[config.mk]
export PLATFORM = sky130hd
export DESIGN_NAME = dc_clock_sync_pi
export DESIGN_NICKNAME = d
export VERILOG_FILES = /design/src/rtl/dcsync_pkg.sv /design/src/rtl/dcsync_div.sv /design/src/rtl/dc_clock_sync_pi.sv
export SDC_FILE = /design/constraint.sdc
export NUM_CORES = 2
export LEC_CHECK = 0
export ABC_AREA = 1
export BUFFER_PORTS_ARGS = -buffer_cell sky130_fd_sc_hd__buf_4
export CAP_MARGIN = 20
export CORE_ASPECT_RATIO = 1.5
export CORE_MARGIN = 5
export CORE_UTILIZATION = 65
export CTS_CLUSTER_SIZE = 24
export DETAILED_ROUTE_END_ITERATION = 10
export MAX_ROUTING_LAYER = met4
export PLACE_DENSITY = 0.94
export SYNTH_ARGS = -nofsm -noshare
export SYNTH_HDL_FRONTEND = slang
export SYNTH_SLANG_ARGS = --single-unit
[constraint.sdc]
create_clock -name i_clk -period 10.7 [get_ports i_clk]
set_input_delay 1.07 -clock i_clk [delete_from_list [all_inputs] [get_ports i_clk]]
set_output_delay 1.07 -clock i_clk [all_outputs]
set_load 0.01 [all_outputs]
[src/rtl/dcsync_pkg.sv]
// shared types and constants for the distributed clock pi sync block
`default_nettype none

package dcsync_pkg;

    localparam int REF_W     = 63;
    localparam int CFG_W     = 30;
    localparam int OFS_W     = 32;
    localparam int PHASE_W   = 31;
    localparam int CNT_W     = 7;
    localparam int INTEG_W   = 32;

    localparam logic [CFG_W-1:0] CYCLE_TIME_RESET  = 30'd1000000;
    localparam logic [CFG_W-1:0] SYNC_OFFSET_RESET = 30'd50000;

    // delta / 100 as (delta * ceil(2^37 / 100)) >> 37, exact below 2^30
    localparam int                 RECIP_W     = 31;
    localparam int                 DELTA_SHIFT = 37;
    localparam logic [RECIP_W-1:0] DELTA_RECIP = 31'd1374389535;

    // integral / 20 kept as a running quotient and remainder
    localparam int                        INTEG_DIV = 20;
    localparam int                        IREM_W    = 6;
    localparam logic signed [IREM_W-1:0]  IREM_TOP  = IREM_W'(INTEG_DIV - 1);
    localparam logic signed [IREM_W-1:0]  IREM_BOT  = -IREM_TOP;

    localparam logic REG_CYCLE_TIME  = 1'b0;
    localparam logic REG_SYNC_OFFSET = 1'b1;

    typedef enum logic [2:0] {
        S_IDLE,
        S_MOD,
        S_ADJ,
        S_INTEG,
        S_SUM
    } t_state;

    typedef struct packed {
        logic             start;
        logic [CNT_W-1:0] iters;
    } t_div_req;

    typedef struct packed {
        logic busy;
    } t_div_sts;

endpackage

`default_nettype wire

[src/rtl/dcsync_div.sv]
// restoring divider, one quotient bit per cycle
`default_nettype none

module dcsync_div #(
    parameter int DW = dcsync_pkg::REF_W
) (
    input  wire                                  i_clk,
    input  wire                                  i_rst_n,
    input  dcsync_pkg::t_div_req                 i_req,
    input  wire  [DW-1:0]                        i_dividend,
    input  wire  [dcsync_pkg::CFG_W-1:0]         i_divisor,
    output dcsync_pkg::t_div_sts                 o_sts,
    output logic [dcsync_pkg::CFG_W-1:0]         o_remainder
);

    logic [dcsync_pkg::CNT_W-1:0] r_cnt, n_cnt;
    logic [DW-1:0]                r_quo, n_quo;
    logic [dcsync_pkg::CFG_W-1:0] r_rem, n_rem;
    logic [dcsync_pkg::CFG_W-1:0] r_div, n_div;
    logic [dcsync_pkg::CFG_W:0]   rem_sh;
    logic [dcsync_pkg::CFG_W:0]   rem_sub;
    logic                         fits;

    always_comb begin
        rem_sh  = {r_rem, r_quo[DW-1]};
        rem_sub = rem_sh - {1'b0, r_div};
        fits    = (rem_sh >= {1'b0, r_div});
        n_cnt   = r_cnt;
        n_quo   = r_quo;
        n_rem   = r_rem;
        n_div   = r_div;
        if (i_req.start) begin
            n_cnt = i_req.iters;
            n_quo = i_dividend;
            n_rem = '0;
            n_div = i_divisor;
        end else if (r_cnt != '0) begin
            n_cnt = r_cnt - 1'b1;
            n_quo = {r_quo[DW-2:0], fits};
            n_rem = fits ? rem_sub[dcsync_pkg::CFG_W-1:0] : rem_sh[dcsync_pkg::CFG_W-1:0];
        end
    end

    always_ff @(posedge i_clk) begin
        if (!i_rst_n) begin
            r_cnt <= '0;
        end else begin
            r_cnt <= n_cnt;
        end
    end

    always_ff @(posedge i_clk) begin
        r_quo <= n_quo;
        r_rem <= n_rem;
        r_div <= n_div;
    end

    assign o_sts.busy  = (r_cnt != '0);
    assign o_remainder = r_rem;

endmodule

`default_nettype wire

[src/rtl/dc_clock_sync_pi.sv]
// distributed clock pi phase lock: phase error, integral and period correction
// a request runs the divider for the cycle-time remainder, then ADJ, INTEG and SUM
// (straight to INTEG when the cycle time is zero); the divider yields one bit per cycle
// the next request is taken once the result is registered; SUM holds while an untaken result
// fills the output register, and a finished result waits there while the next request is taken
// synchronous active-low reset clears the integral, the state and the registers to defaults
`default_nettype none

module dc_clock_sync_pi #(
    parameter int INTEGRAL_WIDTH = dcsync_pkg::INTEG_W
) (
    input  wire                                   i_clk,
    input  wire                                   i_rst_n,
    input  wire                                   i_cfg_we,
    input  wire                                   i_cfg_index,
    input  wire  [dcsync_pkg::CFG_W-1:0]          i_cfg_data,
    input  wire                                   i_valid,
    output logic                                  o_ready,
    input  wire  [dcsync_pkg::REF_W-1:0]          i_ref_time,
    output logic                                  o_valid,
    input  wire                                   i_ready,
    output logic signed [dcsync_pkg::OFS_W-1:0]   o_time_offset,
    output logic signed [dcsync_pkg::PHASE_W-1:0] o_phase_error
);

    localparam int IW = INTEGRAL_WIDTH;
    localparam int DW = dcsync_pkg::REF_W;
    localparam int CW = ((IW > dcsync_pkg::OFS_W) ? IW : dcsync_pkg::OFS_W) + 2;
    localparam int FW = dcsync_pkg::CFG_W;
    localparam int PW = dcsync_pkg::PHASE_W;
    localparam int RW = dcsync_pkg::RECIP_W;
    localparam int RMW = dcsync_pkg::IREM_W;

    localparam logic signed [IW-1:0] IMAX = {1'b0, {(IW-1){1'b1}}};
    localparam logic signed [IW-1:0] IMIN = {1'b1, {(IW-1){1'b0}}};
    localparam logic signed [CW-1:0] OMAX = {{(CW-31){1'b0}}, {31{1'b1}}};
    localparam logic signed [CW-1:0] OMIN = {{(CW-31){1'b1}}, {31{1'b0}}};

    dcsync_pkg::t_state   r_state, n_state;
    dcsync_pkg::t_div_req div_req;
    dcsync_pkg::t_div_sts div_sts;

    logic [DW-1:0]           div_dividend;
    logic [FW-1:0]           div_divisor;
    logic [FW-1:0]           div_rem;

    logic [FW-1:0]           r_cycle_time, r_sync_offset;
    logic signed [IW-1:0]    r_integ, n_integ;
    logic signed [IW-1:0]    r_iq, n_iq;
    logic signed [RMW-1:0]   r_ir, n_ir;
    logic                    r_neg, n_neg;
    logic signed [PW-1:0]    r_delta, n_delta;
    logic [FW-1:0]           r_qd, n_qd;
    logic                    r_out_valid, n_out_valid;
    logic signed [dcsync_pkg::OFS_W-1:0] r_time_offset, n_time_offset;
    logic signed [PW-1:0]    r_phase_error, n_phase_error;

    logic [dcsync_pkg::REF_W-1:0] mag_pos;
    logic [FW-1:0]           mag_neg;
    logic                    ref_lt;
    logic signed [PW-1:0]    delta_neg;
    logic [PW-1:0]           delta_mag;
    logic [FW+RW-1:0]        qd_prod;
    logic signed [CW-1:0]    term_d, term_i, corr;

    always_comb begin
        mag_pos   = i_ref_time - dcsync_pkg::REF_W'(r_sync_offset);
        mag_neg   = r_sync_offset - i_ref_time[FW-1:0];
        ref_lt    = (i_ref_time < dcsync_pkg::REF_W'(r_sync_offset));
        delta_neg = -$signed({1'b0, div_rem});
        delta_mag = r_delta[PW-1] ? PW'(-r_delta) : PW'(r_delta);
        qd_prod   = {{RW{1'b0}}, delta_mag[FW-1:0]} * {{FW{1'b0}}, dcsync_pkg::DELTA_RECIP};
        term_d    = r_delta[PW-1] ? $signed(CW'(r_qd)) : -$signed(CW'(r_qd));
        term_i    = -$signed({{(CW-IW){r_iq[IW-1]}}, r_iq});
        corr      = term_d + term_i;

        n_state       = r_state;
        n_integ       = r_integ;
        n_iq          = r_iq;
        n_ir          = r_ir;
        n_neg         = r_neg;
        n_delta       = r_delta;
        n_qd          = r_qd;
        n_out_valid   = r_out_valid && !i_ready;
        n_time_offset = r_time_offset;
        n_phase_error = r_phase_error;
        div_req.start = 1'b0;
        div_req.iters = '0;
        div_dividend  = '0;
        div_divisor   = '0;
        o_ready       = 1'b0;

        case (r_state)
            dcsync_pkg::S_IDLE: begin
                o_ready = 1'b1;
                if (i_valid) begin
                    n_neg = ref_lt;
                    if (r_cycle_time != '0) begin
                        div_req.start = 1'b1;
                        div_req.iters = dcsync_pkg::CNT_W'(dcsync_pkg::REF_W);
                        div_dividend  = ref_lt ? DW'(mag_neg) : DW'(mag_pos);
                        div_divisor   = r_cycle_time;
                        n_state       = dcsync_pkg::S_MOD;
                    end else begin
                        n_delta = '0;
                        n_state = dcsync_pkg::S_INTEG;
                    end
                end
            end
            dcsync_pkg::S_MOD: begin
                if (!div_sts.busy) begin
                    n_delta = r_neg ? delta_neg : $signed({1'b0, div_rem});
                    n_state = dcsync_pkg::S_ADJ;
                end
            end
            dcsync_pkg::S_ADJ: begin
                if (r_delta > $signed({2'b00, r_cycle_time[FW-1:1]})) begin
                    n_delta = r_delta - $signed({1'b0, r_cycle_time});
                end
                n_state = dcsync_pkg::S_INTEG;
            end
            dcsync_pkg::S_INTEG: begin
                if (r_delta > 0 && r_integ != IMAX) begin
                    n_integ = r_integ + 1'b1;
                    if (r_ir == dcsync_pkg::IREM_TOP) begin
                        n_iq = r_iq + 1'b1;
                        n_ir = '0;
                    end else if (r_ir == '0 && r_integ[IW-1]) begin
                        n_iq = r_iq + 1'b1;
                        n_ir = dcsync_pkg::IREM_BOT;
                    end else begin
                        n_ir = r_ir + 1'b1;
                    end
                end else if (r_delta < 0 && r_integ != IMIN) begin
                    n_integ = r_integ - 1'b1;
                    if (r_ir == dcsync_pkg::IREM_BOT) begin
                        n_iq = r_iq - 1'b1;
                        n_ir = '0;
                    end else if (r_ir == '0 && !r_integ[IW-1] && r_integ != '0) begin
                        n_iq = r_iq - 1'b1;
                        n_ir = dcsync_pkg::IREM_TOP;
                    end else begin
                        n_ir = r_ir - 1'b1;
                    end
                end
                n_qd    = FW'(qd_prod >> dcsync_pkg::DELTA_SHIFT);
                n_state = dcsync_pkg::S_SUM;
            end
            dcsync_pkg::S_SUM: begin
                if (!r_out_valid || i_ready) begin
                    if (corr > OMAX) begin
                        n_time_offset = OMAX[dcsync_pkg::OFS_W-1:0];
                    end else if (corr < OMIN) begin
                        n_time_offset = OMIN[dcsync_pkg::OFS_W-1:0];
                    end else begin
                        n_time_offset = corr[dcsync_pkg::OFS_W-1:0];
                    end
                    n_phase_error = r_delta;
                    n_out_valid   = 1'b1;
                    n_state       = dcsync_pkg::S_IDLE;
                end
            end
            default: begin
                n_state = dcsync_pkg::S_IDLE;
            end
        endcase
    end

    always_ff @(posedge i_clk) begin
        if (!i_rst_n) begin
            r_state <= dcsync_pkg::S_IDLE;
        end else begin
            r_state <= n_state;
        end
    end

    always_ff @(posedge i_clk) begin
        if (!i_rst_n) begin
            r_cycle_time  <= dcsync_pkg::CYCLE_TIME_RESET;
            r_sync_offset <= dcsync_pkg::SYNC_OFFSET_RESET;
            r_integ       <= '0;
            r_iq          <= '0;
            r_ir          <= '0;
            r_out_valid   <= 1'b0;
        end else begin
            if (i_cfg_we && i_cfg_index == dcsync_pkg::REG_CYCLE_TIME) begin
                r_cycle_time <= i_cfg_data;
            end
            if (i_cfg_we && i_cfg_index == dcsync_pkg::REG_SYNC_OFFSET) begin
                r_sync_offset <= i_cfg_data;
            end
            r_integ     <= n_integ;
            r_iq        <= n_iq;
            r_ir        <= n_ir;
            r_out_valid <= n_out_valid;
        end
    end

    always_ff @(posedge i_clk) begin
        r_neg         <= n_neg;
        r_delta       <= n_delta;
        r_qd          <= n_qd;
        r_time_offset <= n_time_offset;
        r_phase_error <= n_phase_error;
    end

    dcsync_div #(
        .DW (DW)
    ) u_div (
        .i_clk       (i_clk),
        .i_rst_n     (i_rst_n),
        .i_req       (div_req),
        .i_dividend  (div_dividend),
        .i_divisor   (div_divisor),
        .o_sts       (div_sts),
        .o_remainder (div_rem)
    );

    assign o_valid       = r_out_valid;
    assign o_time_offset = r_time_offset;
    assign o_phase_error = r_phase_error;

    a_div_start_idle: assert property (@(posedge i_clk) disable iff (!i_rst_n)
        div_req.start |-> !div_sts.busy)
        else $error("divider started while busy");

    a_phase_half_cycle: assert property (@(posedge i_clk) disable iff (!i_rst_n)
        (r_state == dcsync_pkg::S_INTEG)
        |-> (r_delta <= $signed({2'b00, r_cycle_time[FW-1:1]})))
        else $error("phase error above half a cycle");

    a_integ_step: assert property (@(posedge i_clk) disable iff (!i_rst_n)
        (r_state == dcsync_pkg::S_SUM && $past(r_state) == dcsync_pkg::S_INTEG)
        |-> (r_integ == $past(r_integ) || r_integ == $past(r_integ) + 1'b1
             || r_integ == $past(r_integ) - 1'b1))
        else $error("integral moved by more than one");

    a_integ_rem_range: assert property (@(posedge i_clk) disable iff (!i_rst_n)
        (r_ir <= dcsync_pkg::IREM_TOP && r_ir >= dcsync_pkg::IREM_BOT))
        else $error("integral remainder out of range");

endmodule

`default_nettype wire

# Word-level counts from Yosys, hierarchy flattened
# Cells that the tools add are included.
# totals
regBits,383
output_inout_bits,65
input_bits,99
# classes
n_eq_ne,14
bitwise_logic,1
muxes,43
mul,1
magnitude_cmp,7
n_addsub,16
n_reduce_logical,28
# ops
operator,n
2-to-1 mux 63 bit,6
2-to-1 mux 32 bit,9
2-to-1 mux 31 bit,5
one-hot mux 31 bit (3 select lines),1
adder 32 x 1 -> 32 bit (second input constant),2
!= test 32 bit (second input constant),2
subtractor 32 x 1 -> 32 bit (second input constant),2
< comparator 63 x 30 -> 1 bit,1
subtractor 63 x 30 -> 63 bit,1
multiplier 30 x 31 -> 61 bit (second input constant),1
2-to-1 mux 30 bit,2
subtractor 30 bit,2
2-to-1 mux 6 bit,6
adder 34 bit,1
greater-than comparator 34 x 32 -> 1 bit (second input constant),1
< comparator 34 x 32 -> 1 bit (second input constant),1
2-to-1 mux 34 bit,1
negation 24 -> 34 bit,1
negation 32 -> 34 bit,1
nonzero test 32 bit,1
>= comparator 31 x 30 -> 1 bit,1
greater-than comparator 31 x 1 -> 1 bit (second input constant),1
greater-than comparator 31 x 30 -> 1 bit,1
< comparator 31 x 1 -> 1 bit (second input constant),1
other kinds (32),59

# Logic depth before layout (Yosys ltp)
# logic_depth
depth_word,7
depth_mapped,45
ltp_nobuf,45

# Hierarchy
# From an unflattened synthesis, not the netlist that was laid out.
# unflattened
hier_cells,7416
hier_area_um2,51018.9
# by_module_without_submodules
module,area_each_um2,n_inst,cells_each,seq_area_each_um2
dc_clock_sync_pi,43234.0,1,6362,6256.0
dcsync_div,7785.0,1,1054,3533.4

# Worst setup path before layout
# OpenSTA, ideal clock, no wires.
# synth_timing
path_kind,register to register
start,register r_delta[0]
end,"register r_qd[23], data pin"
arrival_ps,7466
t_required_ps,10448
path_buffers,0
setup_time_ps,252
path_slack_ps,2982
stages_incl_launch_ff,37
synth_period_minus_slack_ps,7718
cell_sequence,edfxtp_1 -> inv_1 -> ha_1 -> nand2_1 -> nor2_1 -> nand2_1 -> nor2_2 -> nand4_1 -> nand2_1 -> xor2_1 -> inv_1 -> fa_1 -> ha_1 -> inv_1 -> fa_1 -> inv_1 -> fa_1 -> inv_1 -> fa_1 -> inv_1 -> fa_1 -> inv_1 -> fa_1 -> inv_1 -> ha_1 -> ha_1 -> nand2_1 -> nor2_1 -> inv_1 -> nor2_1 -> inv_1 -> o21bai_1 -> a21oi_1 -> nand2_1 -> inv_1 -> nand2_1 -> nand2_1
# synth_between
elab_chain_cells,3
# synth_rtl
item,line_no,rtl
start: declaration,dc_clock_sync_pi.sv:52,"logic signed [PW-1:0] r_delta, n_delta;"
start signal: assignment,dc_clock_sync_pi.sv:201,r_delta <= n_delta;
negation 30 bit,dc_clock_sync_pi.sv:71,delta_mag = r_delta[PW-1] ? PW'(-r_delta) : PW'(r_delta);
2-to-1 mux 30 bit (*),dc_clock_sync_pi.sv:71,
multiplier 30 x 31 -> 61 bit (*),dc_clock_sync_pi.sv:72,"qd_prod = {{RW{1'b0}}, delta_mag[FW-1:0]} * {{FW{1'b0}}, dcsync_pkg::DELTA_RECIP};"
named net qd_prod[60],dc_clock_sync_pi.sv:63,logic [FW+RW-1:0] qd_prod;
end signal: assignment,dc_clock_sync_pi.sv:202,r_qd <= n_qd;
end: declaration,dc_clock_sync_pi.sv:53,"logic [FW-1:0] r_qd, n_qd;"
# The timed path passes the listed nets; every way through them passes the cells marked *.
# A chain may end at the register's enable or synchronous reset.

# Final worst setup path
# layout_timing
start,register r_delta[0]
end,"register r_qd[18], data pin"
# Same word-level chain as after synthesis.

==> run metrics <==
setup_tns=0 ns; placed cell count=approximately 8,400; outcome=finished clean; DR vias=~50,000; drt drc=0; RSZ-0062 raised after global routing=false; syn_nets=roughly 8,300; Max-slew headroom=0.2150; grt total ovfl=0; fin. max-slew vios=0; Clock Tree Buf Depth=3; full die area=83,330 µm²; layout cells sized above 1=0.04582; DPL Wire Length=roughly 160,000 µm; crit path DAT=9.58 ns; worst-skew pair later-pin latency=between 0.6 and 0.7 ns; total track usage=0.4590; YS warnings=0; Reg clk slew, reported paths=approximately 0.07 ns; r2r endpoint=r_qd[18]$_DFFE_PP_; GPL Wtd Cong=between 1 and 1.5; WL/cell=22.34 µm; Finish-stage setup viols=0; number of global-route vias before repair=around 50,000; initial antenna violation count=10; Worst R2R Start=r_delta[0]$_DFFE_PP_; FP Rows=roughly 130; post-route insts no fill=8,493; most common cell after layout, fill and taps aside=nand2_1; Worst-Margin Slew=1.176 ns; Max FO, Critical Path=7; CTS tree=built; Setup crit end kind=flip-flop; Worst Skew=approximately 0.034 ns; Syn Area/Cell=around 7 µm²; async set-or-reset flop fraction in the synthesized netlist=0; sequential element share of the synthesized area=0.1942; IO Port Bufs=~160; Max-Cap Viols=0; post-cts resize count=0; flop2flop setup slack=between 1 and 1.5 ns; Setup CP Type=flip-flop to flip-flop; root buf cell=clkbuf_16; final wirelength=roughly 190,000 µm; Period minus WS final=~9 ns; H-tree depth=2; Main synth FF type=edfxtp_1; pin count of the biggest net entering global routing=85; Via density=about 5.9; crit start category=flip-flop; CP required=11.06 ns; worst reg2reg path depth=34; # fillers=6,701; Unique masters post-synth=60; final hold vios=0; Core Area=a little under 80,000 µm²; chip width=approximately 240 µm; Initial Utilization=0.6524; synthesized instance count=~7,300; final worst path period share=0.8615; cts-stage hold buffer count=0; area grow syn2layout=7.306%; CTS Buf Count=42; HP Class=flip-flop to flip-flop; Hold Path Stages=2; Boundary Pins=between 150 and 200; Synth Register Bits=383; area of the mapped netlist=approximately 50,000 µm²; min-delay src=u_div.r_cnt[6]$_SDFFE_PN0P_; Hold Path Sink=u_div.r_cnt[6]$_SDFFE_PN0P_; 1st-iter DRT viols=between 4,000 and 5,000; Worst path slowest cell=fa_1; First-pass DRT Iterations=9; EDFF count, synth=212; most frequent cells in the layout=1,846 x nand2_1, 1,443 x inv_1, 765 x nor2_1; Max Clk Rate=108.5 MHz; Crit path largest cell delay=0.75 ns; # nets final=roughly 8,500; clock sink count=383; global-route wire length before repair=283,500 µm; Die Y=351.1 µm; ANT nets after route=0; Post-CTS Setup Bufs=0
## cell type report
| type | instances | area, µm² | share of cell area |
|---|---|---|---|
| clock buffers | 53 | 1144 | 0.02114 |
| clock inverters | 24 | 295.3 | 0.005459 |
| inverters | 1456 | 5470 | 0.1011 |
| repair buffers | 193 | 1461 | 0.02702 |
| diodes | 13 | 32.53 | 0.0006015 |
| multi-input cells | 5355 | 34620 | 0.6401 |
| well taps | 1016 | 1271 | 0.02350 |
| flip-flops and latches | 383 | 9789 | 0.1810 |
## cells by family after synthesis
group | synth area share
AOI/OAI and AO/OA | 0.09832
DFF | 0.1942
xor gates and xnor gates | 0.03215
and+or+nand+nor | 0.2745
buffers and inverters | 0.1199
adders and majority gates | 0.2809
## cells in the mapped netlist (3+ instances only)
cell type | n | area, µm²
clkinv_1 | 3 | 11.26
dfxtp_1 | 171 | 3423
o21a_1 | 15 | 112.6
o22ai_1 | 6 | 37.54
xor2_1 | 132 | 1156
nand3_2 | 8 | 80.08
buf_1 | 5 | 18.77
xnor2_1 | 48 | 420.4
nand3_1 | 405 | 2027
nand2_4 | 3 | 33.78
nor4_1 | 21 | 131.4
or2_2 | 7 | 43.79
buf_2 | 28 | 140.1
a31oi_1 | 12 | 75.07
o211ai_1 | 20 | 150.1
o31ai_1 | 4 | 30.03
fa_1 | 333 | 6666
o21bai_1 | 55 | 412.9
a21o_1 | 19 | 142.6
inv_2 | 8 | 30.03
nand3b_1 | 21 | 157.7
a21boi_0 | 10 | 75.07
ha_1 | 599 | 7495
nor2_1 | 768 | 2883
a211oi_1 | 7 | 52.55
nor3_2 | 6 | 60.06
nand2_2 | 14 | 87.58
o21ai_0 | 286 | 1431
nand4_1 | 109 | 681.9
inv_1 | 1444 | 5420
nor3_1 | 75 | 375.4
nand2_1 | 1846 | 6929
and3_1 | 7 | 43.79
buf_4 | 11 | 82.58
buf_6 | 13 | 146.4
clkbuf_1 | 49 | 183.9
a21oi_1 | 437 | 2187
and2_1 | 12 | 75.07
o21ai_1 | 32 | 160.2
nor2_2 | 14 | 87.58
edfxtp_1 | 212 | 6366
o32ai_1 | 3 | 26.28
## metal layers
layer | wire length (µm) | part of all wire | GRT usage | vias to the layer above
li1 | - | - | - | 23410
met1 | 59150 | 0.31 | 0.4200 | 23160
met2 | 90740 | 0.48 | 0.7690 | 2561
met3 | 14350 | 0.076 | 0.09889 | 1128
met4 | 25510 | 0.13 | 0.4666 | 0
met5 | 0 | 0 | - | -
## flip-flops by register name (all words and copies together), names as in the netlist
register and count:
r_integ 32, u_div.r_cnt 7, r_delta 31, r_neg 1, r_iq 32, o_valid 1, r_qd 24, u_div.o_remainder 30
r_sync_offset 30, u_div.r_div 30, r_state 3, r_ir 6, o_time_offset 32, o_phase_error 31, u_div.r_quo 63, r_cycle_time 30
## worst max path at each step
stage | startpoint | to | slack (ns) | cells after the start
4_1_cts | r_delta[0]$_DFFE_PP_ | r_qd[16]$_DFFE_PP_ | 1.62 | 35
5_1_grt | r_delta[0]$_DFFE_PP_ | r_qd[18]$_DFFE_PP_ | 0.99 | 34
6_report | r_delta[0]$_DFFE_PP_ | r_qd[18]$_DFFE_PP_ | 1.48 | 34
3_3_place_gp | r_delta[0]$_DFFE_PP_ | r_qd[16]$_DFFE_PP_ | 1.82 | 35
2_1_floorplan | r_delta[0]$_DFFE_PP_ | r_qd[23]$_DFFE_PP_ | 2.98 | 36
3_5_place_dp | r_delta[0]$_DFFE_PP_ | r_qd[16]$_DFFE_PP_ | 1.64 | 35
## stage by stage
stage	utilization	area [µm²]	hold WS (ns)	setup WS [ns]
5_1_grt	0.7000	54080	0.5051	0.9858
3_3_place_gp	0.6807	52600	0.4513	1.821
4_1_cts	0.6994	54030	0.4646	1.623
6_report	0.7000	54090	0.4655	1.482
2_1_floorplan	-	50400	0.4331	2.982
3_5_place_dp	0.6807	52600	0.4550	1.645
## worst max-delay path: cells and delay by family (launching register included)
kind	cells	cell delay (ns)
AND/OR/NAND/NOR	15	2.23
adder cells (fa/ha/maj)	10	4.59
flip-flops	1	0.50
buffers and inverters	8	1.08
XOR/XNOR	1	0.59
Power is left out: the tool's default activity adds up to more than one toggle a clock period on the data nets, which glitch-free logic cannot reach.
